## src/hdl/cscan_pkg.sv

```systemverilog
// ----------------------------------------------------------------------------
// cscan_pkg
// Shared constants, codes and controller/datapath interface types for the
// C-SCAN seek scheduler.
// ----------------------------------------------------------------------------
package cscan_pkg;

    // request store depth and cylinder width
    localparam int MAX_REQUESTS = 32;
    localparam int CYL_BITS     = 16;

    // derived widths
    localparam int IDX_W  = (MAX_REQUESTS > 1) ? $clog2(MAX_REQUESTS) : 1;
    localparam int CNT_W  = $clog2(MAX_REQUESTS + 1);
    localparam int CCNT_W = CYL_BITS + 1;

    // stream and configuration widths
    localparam int IN_TDATA_W  = ((CYL_BITS + 7) / 8) * 8;
    localparam int OUT_TDATA_W = ((3 * CYL_BITS + 7) / 8) * 8;
    localparam int TUSER_W     = 3;
    localparam int CFG_IDX_W   = 2;
    localparam int CFG_DATA_W  = CCNT_W;

    // register indexes
    localparam logic [CFG_IDX_W-1:0] REG_START_HEAD     = 2'd0;
    localparam logic [CFG_IDX_W-1:0] REG_CYLINDER_COUNT = 2'd1;
    localparam logic [CFG_IDX_W-1:0] REG_SWEEP_DOWN     = 2'd2;

    // register reset values
    localparam logic [CCNT_W-1:0] CYLINDER_COUNT_RESET = CCNT_W'(200);

    // kind of head movement
    typedef enum logic [1:0] {
        KIND_SERVE = 2'd0,
        KIND_END   = 2'd1,
        KIND_WRAP  = 2'd2
    } move_kind_t;

    // controller to datapath commands
    typedef struct packed {
        logic       load;
        logic       begin_batch;
        logic       scan;
        logic       scan_inc;
        logic       set_split;
        logic       b_init;
        logic       emit;
        move_kind_t kind;
        logic       last;
        logic       clear;
    } dp_cmd_t;

    // datapath to controller status
    typedef struct packed {
        logic scan_stop;
        logic a_more;
        logic a_last;
        logic has_b;
        logic b_last;
        logic need_end;
        logic out_free;
    } dp_status_t;

endpackage

```

## src/hdl/cscan_sorter.sv

```systemverilog
// ----------------------------------------------------------------------------
// cscan_sorter
// Row of request cells kept in ascending order; each new request is
// inserted by shifting the larger entries up one cell.
// ----------------------------------------------------------------------------
module cscan_sorter
    import cscan_pkg::*;
(
    input  logic                clk,
    input  logic                ins_en,
    input  logic [CYL_BITS-1:0] ins_value,
    input  logic [CNT_W-1:0]    fill,
    input  logic [IDX_W-1:0]    rd_addr,
    output logic [CYL_BITS-1:0] rd_data
);

    logic [CYL_BITS-1:0]     cell_reg [MAX_REQUESTS];
    logic [MAX_REQUESTS-1:0] above;

    genvar i;
    generate
        for (i = 0; i < MAX_REQUESTS; i++)
        begin : g_cell
            // occupied cell holding a value larger than the new request
            assign above[i] = (CNT_W'(i) < fill) && (cell_reg[i] > ins_value);

            if (i == 0)
            begin : g_first
                always_ff @(posedge clk)
                begin
                    if (ins_en && (above[i] || (CNT_W'(i) == fill)))
                    begin
                        cell_reg[i] <= ins_value;
                    end
                end
            end
            else
            begin : g_rest
                // take the lower neighbor if it moves up, else the new value
                always_ff @(posedge clk)
                begin
                    if (ins_en && (above[i] || (CNT_W'(i) == fill)))
                    begin
                        cell_reg[i] <= above[i-1] ? cell_reg[i-1] : ins_value;
                    end
                end
            end
        end
    endgenerate

    // single read port
    assign rd_data = cell_reg[rd_addr];

endmodule

```

## src/hdl/cscan_datapath.sv

```systemverilog
// ----------------------------------------------------------------------------
// cscan_datapath
// Configuration registers, sorted request store, sweep index and head
// position, and the registered result stage.
// ----------------------------------------------------------------------------
module cscan_datapath
    import cscan_pkg::*;
(
    input  logic                   clk,
    input  logic                   rst_n,
    // configuration write
    input  logic                   cfg_wr,
    input  logic [CFG_IDX_W-1:0]   cfg_index,
    input  logic [CFG_DATA_W-1:0]  cfg_data,
    // request input
    input  logic [CYL_BITS-1:0]    request_cylinder,
    // controller link
    input  dp_cmd_t                cmd,
    output dp_status_t             st,
    // result output
    input  logic                   out_ready,
    output logic                   out_valid,
    output logic [CYL_BITS-1:0]    seek_from,
    output logic [CYL_BITS-1:0]    seek_to,
    output logic [CYL_BITS-1:0]    seek_distance,
    output logic [1:0]             move_kind,
    output logic                   dropped_any,
    output logic                   final_step
);

    // configuration registers
    logic [CYL_BITS-1:0] head_reg;
    logic [CCNT_W-1:0]   ccount_reg;
    logic                down_reg;

    // batch state
    logic [CNT_W-1:0]    count_reg;
    logic                ovf_reg;
    logic [CNT_W-1:0]    idx_reg, idx_next;
    logic [CNT_W-1:0]    split_reg;
    logic [CYL_BITS-1:0] cur_reg;

    // result register
    logic                out_valid_reg;
    logic [CYL_BITS-1:0] from_reg, to_reg, dist_reg;
    move_kind_t          kind_reg;
    logic                drop_reg, last_reg;

    logic [CYL_BITS-1:0] top;
    logic [CNT_W-1:0]    addr_full;
    logic [IDX_W-1:0]    rd_addr;
    logic [CYL_BITS-1:0] rd_data;
    logic [CYL_BITS-1:0] step_from, step_to, step_dist;
    logic                ins_en;

    // top cylinder: count of zero acts as one, large counts are capped
    always_comb
    begin
        if (ccount_reg == '0)
        begin
            top = '0;
        end
        else if (ccount_reg[CYL_BITS])
        begin
            top = '1;
        end
        else
        begin
            top = ccount_reg[CYL_BITS-1:0] - CYL_BITS'(1);
        end
    end

    // store access; a downward sweep reads the entry below the index
    assign ins_en    = cmd.load && (count_reg < CNT_W'(MAX_REQUESTS));
    assign addr_full = (down_reg && !cmd.scan) ? (idx_reg - CNT_W'(1)) : idx_reg;
    assign rd_addr   = addr_full[IDX_W-1:0];

    cscan_sorter u_sorter (
        .clk       (clk),
        .ins_en    (ins_en),
        .ins_value (request_cylinder),
        .fill      (count_reg),
        .rd_addr   (rd_addr),
        .rd_data   (rd_data)
    );

    // status toward the controller
    always_comb
    begin
        st.scan_stop = (idx_reg == count_reg) ||
                       (down_reg ? (rd_data > head_reg) : (rd_data >= head_reg));
        st.a_more    = down_reg ? (idx_reg != '0) : (idx_reg < count_reg);
        st.a_last    = down_reg ? (idx_reg == CNT_W'(1))
                                : (idx_reg == count_reg - CNT_W'(1));
        st.has_b     = down_reg ? (split_reg < count_reg) : (split_reg != '0);
        st.b_last    = down_reg ? (idx_reg == split_reg + CNT_W'(1))
                                : (idx_reg == split_reg - CNT_W'(1));
        st.need_end  = down_reg ? (cur_reg != '0) : (cur_reg != top);
        st.out_free  = !out_valid_reg || out_ready;
    end

    // endpoints of the movement being issued
    always_comb
    begin
        case (cmd.kind)
            KIND_SERVE:
            begin
                step_from = cur_reg;
                step_to   = rd_data;
            end
            KIND_END:
            begin
                step_from = cur_reg;
                step_to   = down_reg ? '0 : top;
            end
            KIND_WRAP:
            begin
                step_from = down_reg ? '0 : top;
                step_to   = down_reg ? top : '0;
            end
            default:
            begin
                step_from = cur_reg;
                step_to   = cur_reg;
            end
        endcase
    end

    // absolute distance; a wrap reports the top cylinder
    always_comb
    begin
        if (cmd.kind == KIND_WRAP)
        begin
            step_dist = top;
        end
        else if (step_from >= step_to)
        begin
            step_dist = step_from - step_to;
        end
        else
        begin
            step_dist = step_to - step_from;
        end
    end

    // sweep index
    always_comb
    begin
        idx_next = idx_reg;
        if (cmd.begin_batch)
        begin
            idx_next = '0;
        end
        else if (cmd.scan_inc)
        begin
            idx_next = idx_reg + CNT_W'(1);
        end
        else if (cmd.b_init)
        begin
            idx_next = down_reg ? count_reg : '0;
        end
        else if (cmd.emit && (cmd.kind == KIND_SERVE))
        begin
            idx_next = down_reg ? (idx_reg - CNT_W'(1)) : (idx_reg + CNT_W'(1));
        end
    end

    // configuration and batch control state
    always_ff @(posedge clk or negedge rst_n)
    begin
        if (!rst_n)
        begin
            head_reg   <= '0;
            ccount_reg <= CYLINDER_COUNT_RESET;
            down_reg   <= 1'b0;
            count_reg  <= '0;
            ovf_reg    <= 1'b0;
            idx_reg    <= '0;
            split_reg  <= '0;
        end
        else
        begin
            if (cfg_wr)
            begin
                case (cfg_index)
                    REG_START_HEAD:     head_reg   <= cfg_data[CYL_BITS-1:0];
                    REG_CYLINDER_COUNT: ccount_reg <= cfg_data[CCNT_W-1:0];
                    REG_SWEEP_DOWN:     down_reg   <= cfg_data[0];
                    default:            ;
                endcase
            end
            if (cmd.clear)
            begin
                count_reg <= '0;
                ovf_reg   <= 1'b0;
            end
            else if (cmd.load)
            begin
                if (ins_en)
                begin
                    count_reg <= count_reg + CNT_W'(1);
                end
                else
                begin
                    ovf_reg <= 1'b1;
                end
            end
            if (cmd.set_split)
            begin
                split_reg <= idx_reg;
            end
            idx_reg <= idx_next;
        end
    end

    // head position
    always_ff @(posedge clk)
    begin
        if (cmd.begin_batch)
        begin
            cur_reg <= head_reg;
        end
        else if (cmd.emit)
        begin
            cur_reg <= step_to;
        end
    end

    // result valid
    always_ff @(posedge clk or negedge rst_n)
    begin
        if (!rst_n)
        begin
            out_valid_reg <= 1'b0;
        end
        else if (cmd.emit)
        begin
            out_valid_reg <= 1'b1;
        end
        else if (out_ready)
        begin
            out_valid_reg <= 1'b0;
        end
    end

    // result payload
    always_ff @(posedge clk)
    begin
        if (cmd.emit)
        begin
            from_reg <= step_from;
            to_reg   <= step_to;
            dist_reg <= step_dist;
            kind_reg <= cmd.kind;
            drop_reg <= ovf_reg;
            last_reg <= cmd.last;
        end
    end

    assign out_valid     = out_valid_reg;
    assign seek_from     = from_reg;
    assign seek_to       = to_reg;
    assign seek_distance = dist_reg;
    assign move_kind     = kind_reg;
    assign dropped_any   = drop_reg;
    assign final_step    = last_reg;

    // store fill never passes capacity
    assert property (@(posedge clk) disable iff (!rst_n)
        count_reg <= CNT_W'(MAX_REQUESTS))
        else $error("request count beyond capacity");

    // a drop is only recorded with a full store
    assert property (@(posedge clk) disable iff (!rst_n)
        ovf_reg |-> (count_reg == CNT_W'(MAX_REQUESTS)))
        else $error("overflow flag set while store not full");

    // the final movement of a batch empties the store
    assert property (@(posedge clk) disable iff (!rst_n)
        (cmd.emit && cmd.last) |=> ((count_reg == '0) && !ovf_reg))
        else $error("store not emptied after batch");

endmodule

```

## src/hdl/cscan_ctrl.sv

```systemverilog
// ----------------------------------------------------------------------------
// cscan_ctrl
// Sequencer for one batch: load requests, find the split point, issue the
// first sweep, the travel to the disk end, the wrap and the second sweep.
// ----------------------------------------------------------------------------
module cscan_ctrl
    import cscan_pkg::*;
(
    input  logic       clk,
    input  logic       rst_n,
    input  logic       in_valid,
    input  logic       in_last,
    output logic       in_ready,
    input  dp_status_t st,
    output dp_cmd_t    cmd
);

    typedef enum logic [2:0] {
        S_LOAD,
        S_SCAN,
        S_SWEEP_A,
        S_END,
        S_WRAP,
        S_SWEEP_B
    } state_t;

    state_t state_reg, state_next;

    // next state and commands
    always_comb
    begin
        state_next = state_reg;
        cmd        = '0;
        cmd.kind   = KIND_SERVE;
        in_ready   = 1'b0;
        case (state_reg)
            S_LOAD:
            begin
                in_ready = 1'b1;
                if (in_valid)
                begin
                    cmd.load = 1'b1;
                    if (in_last)
                    begin
                        cmd.begin_batch = 1'b1;
                        state_next      = S_SCAN;
                    end
                end
            end
            S_SCAN:
            begin
                cmd.scan = 1'b1;
                if (st.scan_stop)
                begin
                    cmd.set_split = 1'b1;
                    state_next    = S_SWEEP_A;
                end
                else
                begin
                    cmd.scan_inc = 1'b1;
                end
            end
            S_SWEEP_A:
            begin
                if (st.a_more)
                begin
                    if (st.out_free)
                    begin
                        cmd.emit = 1'b1;
                        if (st.a_last && !st.has_b)
                        begin
                            cmd.last   = 1'b1;
                            cmd.clear  = 1'b1;
                            state_next = S_LOAD;
                        end
                    end
                end
                else if (st.has_b)
                begin
                    state_next = S_END;
                end
                else
                begin
                    cmd.clear  = 1'b1;
                    state_next = S_LOAD;
                end
            end
            S_END:
            begin
                cmd.kind = KIND_END;
                if (!st.need_end)
                begin
                    state_next = S_WRAP;
                end
                else if (st.out_free)
                begin
                    cmd.emit   = 1'b1;
                    state_next = S_WRAP;
                end
            end
            S_WRAP:
            begin
                cmd.kind = KIND_WRAP;
                if (st.out_free)
                begin
                    cmd.emit   = 1'b1;
                    cmd.b_init = 1'b1;
                    state_next = S_SWEEP_B;
                end
            end
            S_SWEEP_B:
            begin
                if (st.out_free)
                begin
                    cmd.emit = 1'b1;
                    if (st.b_last)
                    begin
                        cmd.last   = 1'b1;
                        cmd.clear  = 1'b1;
                        state_next = S_LOAD;
                    end
                end
            end
            default:
            begin
                state_next = S_LOAD;
            end
        endcase
    end

    // state register
    always_ff @(posedge clk or negedge rst_n)
    begin
        if (!rst_n)
        begin
            state_reg <= S_LOAD;
        end
        else
        begin
            state_reg <= state_next;
        end
    end

    // no request is taken while a movement is issued
    assert property (@(posedge clk) disable iff (!rst_n)
        in_ready |-> !cmd.emit)
        else $error("load and emission overlap");

    // a movement is issued only into a free result register
    assert property (@(posedge clk) disable iff (!rst_n)
        cmd.emit |-> st.out_free)
        else $error("result register overwritten");

    // after the final movement the block loads again
    assert property (@(posedge clk) disable iff (!rst_n)
        (cmd.emit && cmd.last) |=> (state_reg == S_LOAD))
        else $error("batch did not return to load");

endmodule

```

## src/hdl/cscan_disk_seek_scheduler.sv

```systemverilog
// ----------------------------------------------------------------------------
// cscan_disk_seek_scheduler
// C-SCAN disk seek scheduler: collects a batch of cylinder requests and
// emits the head movement sequence when the batch is closed.
// ----------------------------------------------------------------------------
// Loading: one request per cycle while in the load state; each is sorted
// into the store on arrival. Batch of n requests: after the closing request,
// a split search (one store entry per cycle), then one movement per cycle
// while m_axis_tready stays high; leaving the first sweep and a skipped
// travel to the end each take a step that issues no movement.
// Reset: controller, request count, drop flag and output valid cleared,
// configuration to its reset values; store contents undefined, no clearing.
// ----------------------------------------------------------------------------
module cscan_disk_seek_scheduler
    import cscan_pkg::*;
(
    input  logic                   clk,
    input  logic                   rst_n,
    // request stream
    input  logic                   s_axis_tvalid,
    output logic                   s_axis_tready,
    input  logic [IN_TDATA_W-1:0]  s_axis_tdata,   // request_cylinder
    input  logic                   s_axis_tlast,   // batch_end
    // movement stream
    output logic                   m_axis_tvalid,
    input  logic                   m_axis_tready,
    output logic [OUT_TDATA_W-1:0] m_axis_tdata,   // seek_from, seek_to, seek_distance
    output logic [TUSER_W-1:0]     m_axis_tuser,   // move_kind, dropped_any
    output logic                   m_axis_tlast,   // final_step
    // configuration write
    input  logic                   cfg_valid,
    output logic                   cfg_ready,
    input  logic [CFG_IDX_W-1:0]   cfg_index,
    input  logic [CFG_DATA_W-1:0]  cfg_data
);

    dp_cmd_t             cmd;
    dp_status_t          st;
    logic [CYL_BITS-1:0] seek_from, seek_to, seek_distance;
    logic [1:0]          move_kind;
    logic                dropped_any;

    // configuration writes are always taken
    assign cfg_ready = 1'b1;

    cscan_ctrl u_ctrl (
        .clk      (clk),
        .rst_n    (rst_n),
        .in_valid (s_axis_tvalid),
        .in_last  (s_axis_tlast),
        .in_ready (s_axis_tready),
        .st       (st),
        .cmd      (cmd)
    );

    cscan_datapath u_datapath (
        .clk              (clk),
        .rst_n            (rst_n),
        .cfg_wr           (cfg_valid),
        .cfg_index        (cfg_index),
        .cfg_data         (cfg_data),
        .request_cylinder (s_axis_tdata[CYL_BITS-1:0]),
        .cmd              (cmd),
        .st               (st),
        .out_ready        (m_axis_tready),
        .out_valid        (m_axis_tvalid),
        .seek_from        (seek_from),
        .seek_to          (seek_to),
        .seek_distance    (seek_distance),
        .move_kind        (move_kind),
        .dropped_any      (dropped_any),
        .final_step       (m_axis_tlast)
    );

    // output packing
    always_comb
    begin
        m_axis_tdata                           = '0;
        m_axis_tdata[CYL_BITS-1:0]             = seek_from;
        m_axis_tdata[2*CYL_BITS-1:CYL_BITS]    = seek_to;
        m_axis_tdata[3*CYL_BITS-1:2*CYL_BITS]  = seek_distance;
        m_axis_tuser                           = {dropped_any, move_kind};
    end

endmodule

```

## config.mk

```make
export PLATFORM = sky130hd
export DESIGN_NAME = cscan_disk_seek_scheduler
export DESIGN_NICKNAME = d
export VERILOG_FILES = /design/src/hdl/cscan_pkg.sv /design/src/hdl/cscan_sorter.sv /design/src/hdl/cscan_datapath.sv /design/src/hdl/cscan_ctrl.sv /design/src/hdl/cscan_disk_seek_scheduler.sv
export SDC_FILE = /design/constraint.sdc
export NUM_CORES = 2
export LEC_CHECK = 0
export ABC_AREA = 0
export ABC_CLOCK_PERIOD_IN_PS = 6700
export BUFFER_PORTS_ARGS = -buffer_cell sky130_fd_sc_hd__buf_2
export CORE_AREA = 2 2 237 355
export CTS_CLUSTER_SIZE = 12
export DETAILED_ROUTE_END_ITERATION = 10
export DIE_AREA = 0 0 239 357
export PLACE_DENSITY = 0.77
export SYNTH_ARGS = -nofsm -noshare
export SYNTH_HDL_FRONTEND = slang
export SYNTH_SLANG_ARGS = --single-unit
```

## constraint.sdc

```tcl
create_clock -name clk -period 6.7 [get_ports clk]
set_input_delay 0 -clock clk [delete_from_list [all_inputs] [get_ports clk]]
set_output_delay 0 -clock clk [all_outputs]
set_load 0.005 [all_outputs]
```

==> results by stage <==
Pwr:
- The leakage power summed over all cells is 21.32 nW.
- The worst-case IR drop observed on VDD is 444.7 uV.
- The power per standard cell area is 443.7 nW/um^2.

Critical path:
- Of all nets on the critical path, the largest fanout is 37.
- The number of cells traversed by the worst register-to-register path is 23.
- Data on the critical path is required at its endpoint by 7.11 ns.
- The critical path contains buffers and inverters numbering 4 combined.
- Data on the critical path arrives at its endpoint at 6.87 ns.
- The critical path's largest stage delay is 0.57 ns.
- The worst-path cell with the longest stage delay is a311oi_1.
- The type of the worst setup path is reg -> reg.
- The critical path crosses 23 cells after its start point.
- The worst setup path is captured at a flip-flop.
- The kind of cell with the highest combined delay along the critical path is compound AO/OA/AOI/OAI gates.
- The signal on the critical path passes through inv_1 -> ha_2 -> a21oi_4 -> buf_12 -> buf_4 -> nand2_1 -> and3_1 -> a311oi_1 -> a311o_1 -> o311ai_0 -> o31ai_1 -> a22oi_1 -> ha_1 -> a21o_1 -> a211oi_1 -> o21ai_1 -> o21ai_4 -> buf_4 -> mux2i_1 -> o31ai_1 -> a31oi_1 -> xor2_1 -> o21ai_1.
- The worst setup path is launched from a flip-flop.

Yosys:
- The count of flip-flops with a built-in enable after synthesis is 580.
- The number of different library cells in the post-synthesis netlist is 93.
- The synthesized area is 47330 um^2.
- For this run, the number of Yosys warnings is 0.
- The synthesized instance count is 4688.
- The average instance in the mapped netlist occupies 10.10 um^2.
- The async set or reset register ratio after synthesis is 8.948%.
- For this run, the leading register cell type out of synthesis is edfxtp_1.
- Synthesis produced a netlist with a net count of 5295.
- The fraction of the yosys area taken by sequential cells is 39.82%.
- Synthesis inferred 637 register bits.

Clocking:
- The master cell of the clock root buffer is clkbuf_16.
- The tree built by TritonCTS fans out to 637 sinks.
- The H-tree was split into 3 levels.
- Clock-pin slew was measured on the worst setup and hold paths at 0.07 ns.
- The CTS tree is done.
- The clock latency reported for the late side of the worst-skew pair is 0.69 ns.
- The clock buffer count from CTS is 69.
- No sink is reached through more buffers than the 3 on the longest clock path.

Detailed routing:
- The routed design has 182.1 mm of wire.
- The total via count after detailed routing is 41590.
- Once detail routing completed, the nets flagged for antenna violations numbered 0.
- For this run, the detailed router's first-pass iteration total came to 8.
- The number of vias per cell after detailed routing is 6.961.
- After detailed routing, the average wire length per cell comes to 30.48 um.
- For this run, design rule violations remaining after detail routing come to 0.
- For this block, the initial DRC count from the detailed router was 4745.

STA:
- The worst max-slew margin expressed relative to the limit is 10.68%.
- The clock skew is 0.03708 ns.
- The final hold violation count is 0.
- For this run, the top clock speed supported by timing is 154.7 MHz.
- Setup violations remaining at the end of the flow were counted as 0.
- The slew at the pin closest to its max-slew limit is 1.331 ns.
- The smallest hold slack is 0.03750 ns.
- The minimum clock period is 6.463 ns.
- The final number of max-transition violations was 0.
- The final period utilization is 96.46%.
- Across all setup checks in the final design, the least slack found is 0.2369 ns.

Finish:
- The number of diodes added for antenna fixing is 0.
- The area growth from synthesis to layout is 12.10%.
- The top cell types in the final layout, fill and taps aside, are nand2_1, edfxtp_1, ha_1.
- For this run, the share of the core covered by cells in the final layout is 64.46%.
- The final net count is 5486.
- The flip-flop count of the largest register after layout is 512.
- The number of standard cells in the layout, taps in and fillers out is 5975.
- The most common cell after layout, fill and taps aside is nand2_1.
- Of the cells placed in the final design, the portion with a size suffix greater than 1 is 18.90%.
- The finished layout cell area is 53060 um^2.

Global route:
- The number of antenna violations at the first check in global routing is 3.
- Entering global routing, the biggest net connects 58 pins.
- The total overflow left after global routing is 0.
- The number of global-route vias before repair is 40820.
- The first global-routing pass estimated 262.3 mm of wire.
- The combined global-route utilization of all metal layers is 41.93%.

Floorplan:
- The floorplan step defined a die boundary enclosing 85320 um^2.
- The die is 357 um tall.
- The die is 239 um wide.
- During I/O placement, the number of pins put on the boundary was 96.
- The floorplan has 129 rows.
- After floorplanning, the core was sized to cover 82320 um^2.
- For this configuration, the core starts out at a cell density of 57.50%.

Placement:
- Once placement completed, the tool counted placed cells totaling 5792.
- The placer's final routability congestion estimate is 1.084.
- In this run the tool buffered the top-level ports with 94 buffer cells.
- The cell area reported after detailed placement is 50150 um^2.
- Summed over all nets, the half-perimeter wirelength after detailed placement is 132.8 mm.
- Prior to clock tree synthesis, the placed netlist has a worst setup slack of -0.2326 ns.

Outcome:
- The run finished with clean final reports.

Hold path:
- The worst hold path class is in -> async.

Flow run:
- The tool flagged a number of max-cap violations equal to 0.
## power by group
group / switching, mW / leakage [nW] / internal (mW) / total, mW
registers: 0.387 / 5.94 / 5.14 / 5.53
clock network: 1.69 / 1.02 / 2.09 / 3.79
logic: 8.76 / 14.4 / 5.48 / 14.2
## what timing repair did
| action | CTS | global route |
|---|---|---|
| setup endpoints to repair | 15 | 20 |
| hold buffers | 58 | 0 |
| setup buffers | 0 | 3 |
| pin swaps | 0 | 5 |
| resized for setup | 1 | 39 |
| endpoints found under the hold margin | 113 | 0 |
| cloned | 0 | 3 |
## cells in the mapped netlist, types with 29 or more instances
library cell | number | area, um^2
nand2_1 | 672 | 2522
a311oi_1 | 102 | 893.4
o21ai_0 | 278 | 1391
xnor2_1 | 41 | 359.1
and3_1 | 78 | 488.0
a22oi_1 | 29 | 217.7
nand2b_1 | 95 | 594.3
a21oi_1 | 259 | 1296
nor3_1 | 42 | 210.2
edfxtp_1 | 580 | 17420
nor2_1 | 163 | 611.8
dfrtp_1 | 54 | 1351
buf_1 | 34 | 127.6
inv_1 | 131 | 491.7
mux2_2 | 415 | 4673
o21a_1 | 47 | 352.8
nand4_1 | 114 | 713.2
nand3_1 | 145 | 725.7
nor2b_1 | 92 | 575.6
a21o_1 | 99 | 743.2
ha_1 | 563 | 7044
mux2i_1 | 54 | 540.5
clkbuf_1 | 212 | 795.8
## through the flow
stage	total power, mW	setup TNS [ns]
2_1_floorplan	13.84	0
3_3_place_gp	18.74	-2.394
3_5_place_dp	18.84	-2.560
4_1_cts	22.64	0
5_1_grt	24.53	-0.01255
6_report	23.54	0
## layout make-up
type	instances	area, um^2
inverters	135	506.7
multi-input cells	3649	27300
flip-flops and latches	637	18850
repair buffers	387	2990
well taps	1048	1311
clock buffers	89	1844
clock inverters	30	252.7
fillers	6626	29250
## worst paths after layout
path	slack [ns]	to	from
hold reg to reg	0.46	u_datapath.dropped_any	u_datapath.ovf_reg
min in group clk	0.05	u_datapath.u_sorter.cell_reg[0][4]	s_axis_tdata[4]
hold / removal	0.04	u_datapath.ccount_reg[16]	rst_n
setup reg to reg	0.24	u_datapath.seek_distance[14]	u_datapath.idx_reg[1]
setup / recovery	0.24	u_datapath.seek_distance[14]	u_datapath.idx_reg[1]
max in group asynchronous	6.04	u_datapath.idx_reg[3]	rst_n
## cells by family after synthesis
logic type / count (synthesis) / share of synthesized area [%]
other: 1 / 0.007922
multiplexers: 475 / 11.28
adder cells (fa/ha/maj): 566 / 15.01
AND/OR/NAND/NOR: 1490 / 15.04
XOR/XNOR: 63 / 1.166
AO/OA/AOI/OAI: 1051 / 14.39
flip-flops: 637 / 39.82
buffers and inverters: 405 / 3.296
## worst min-delay path, stage by stage
cell           delay (ns)
dlygate4sd3_1        0.52
buf_2                0.09
buf_4                0.60
## routing by layer
metal  vias to the layer above  wire length, um  share of wire, %  GRT usage (%)
met1                     20140            61100                34          45.59
met2                      2520            85260                47          69.48
met4                         4            18990                10          35.70
li1                      18060                -                 -              -
met3                       867            16760               9.2          9.361
met5                         -               24             0.013              0
(Power assumes the default switching activity.)
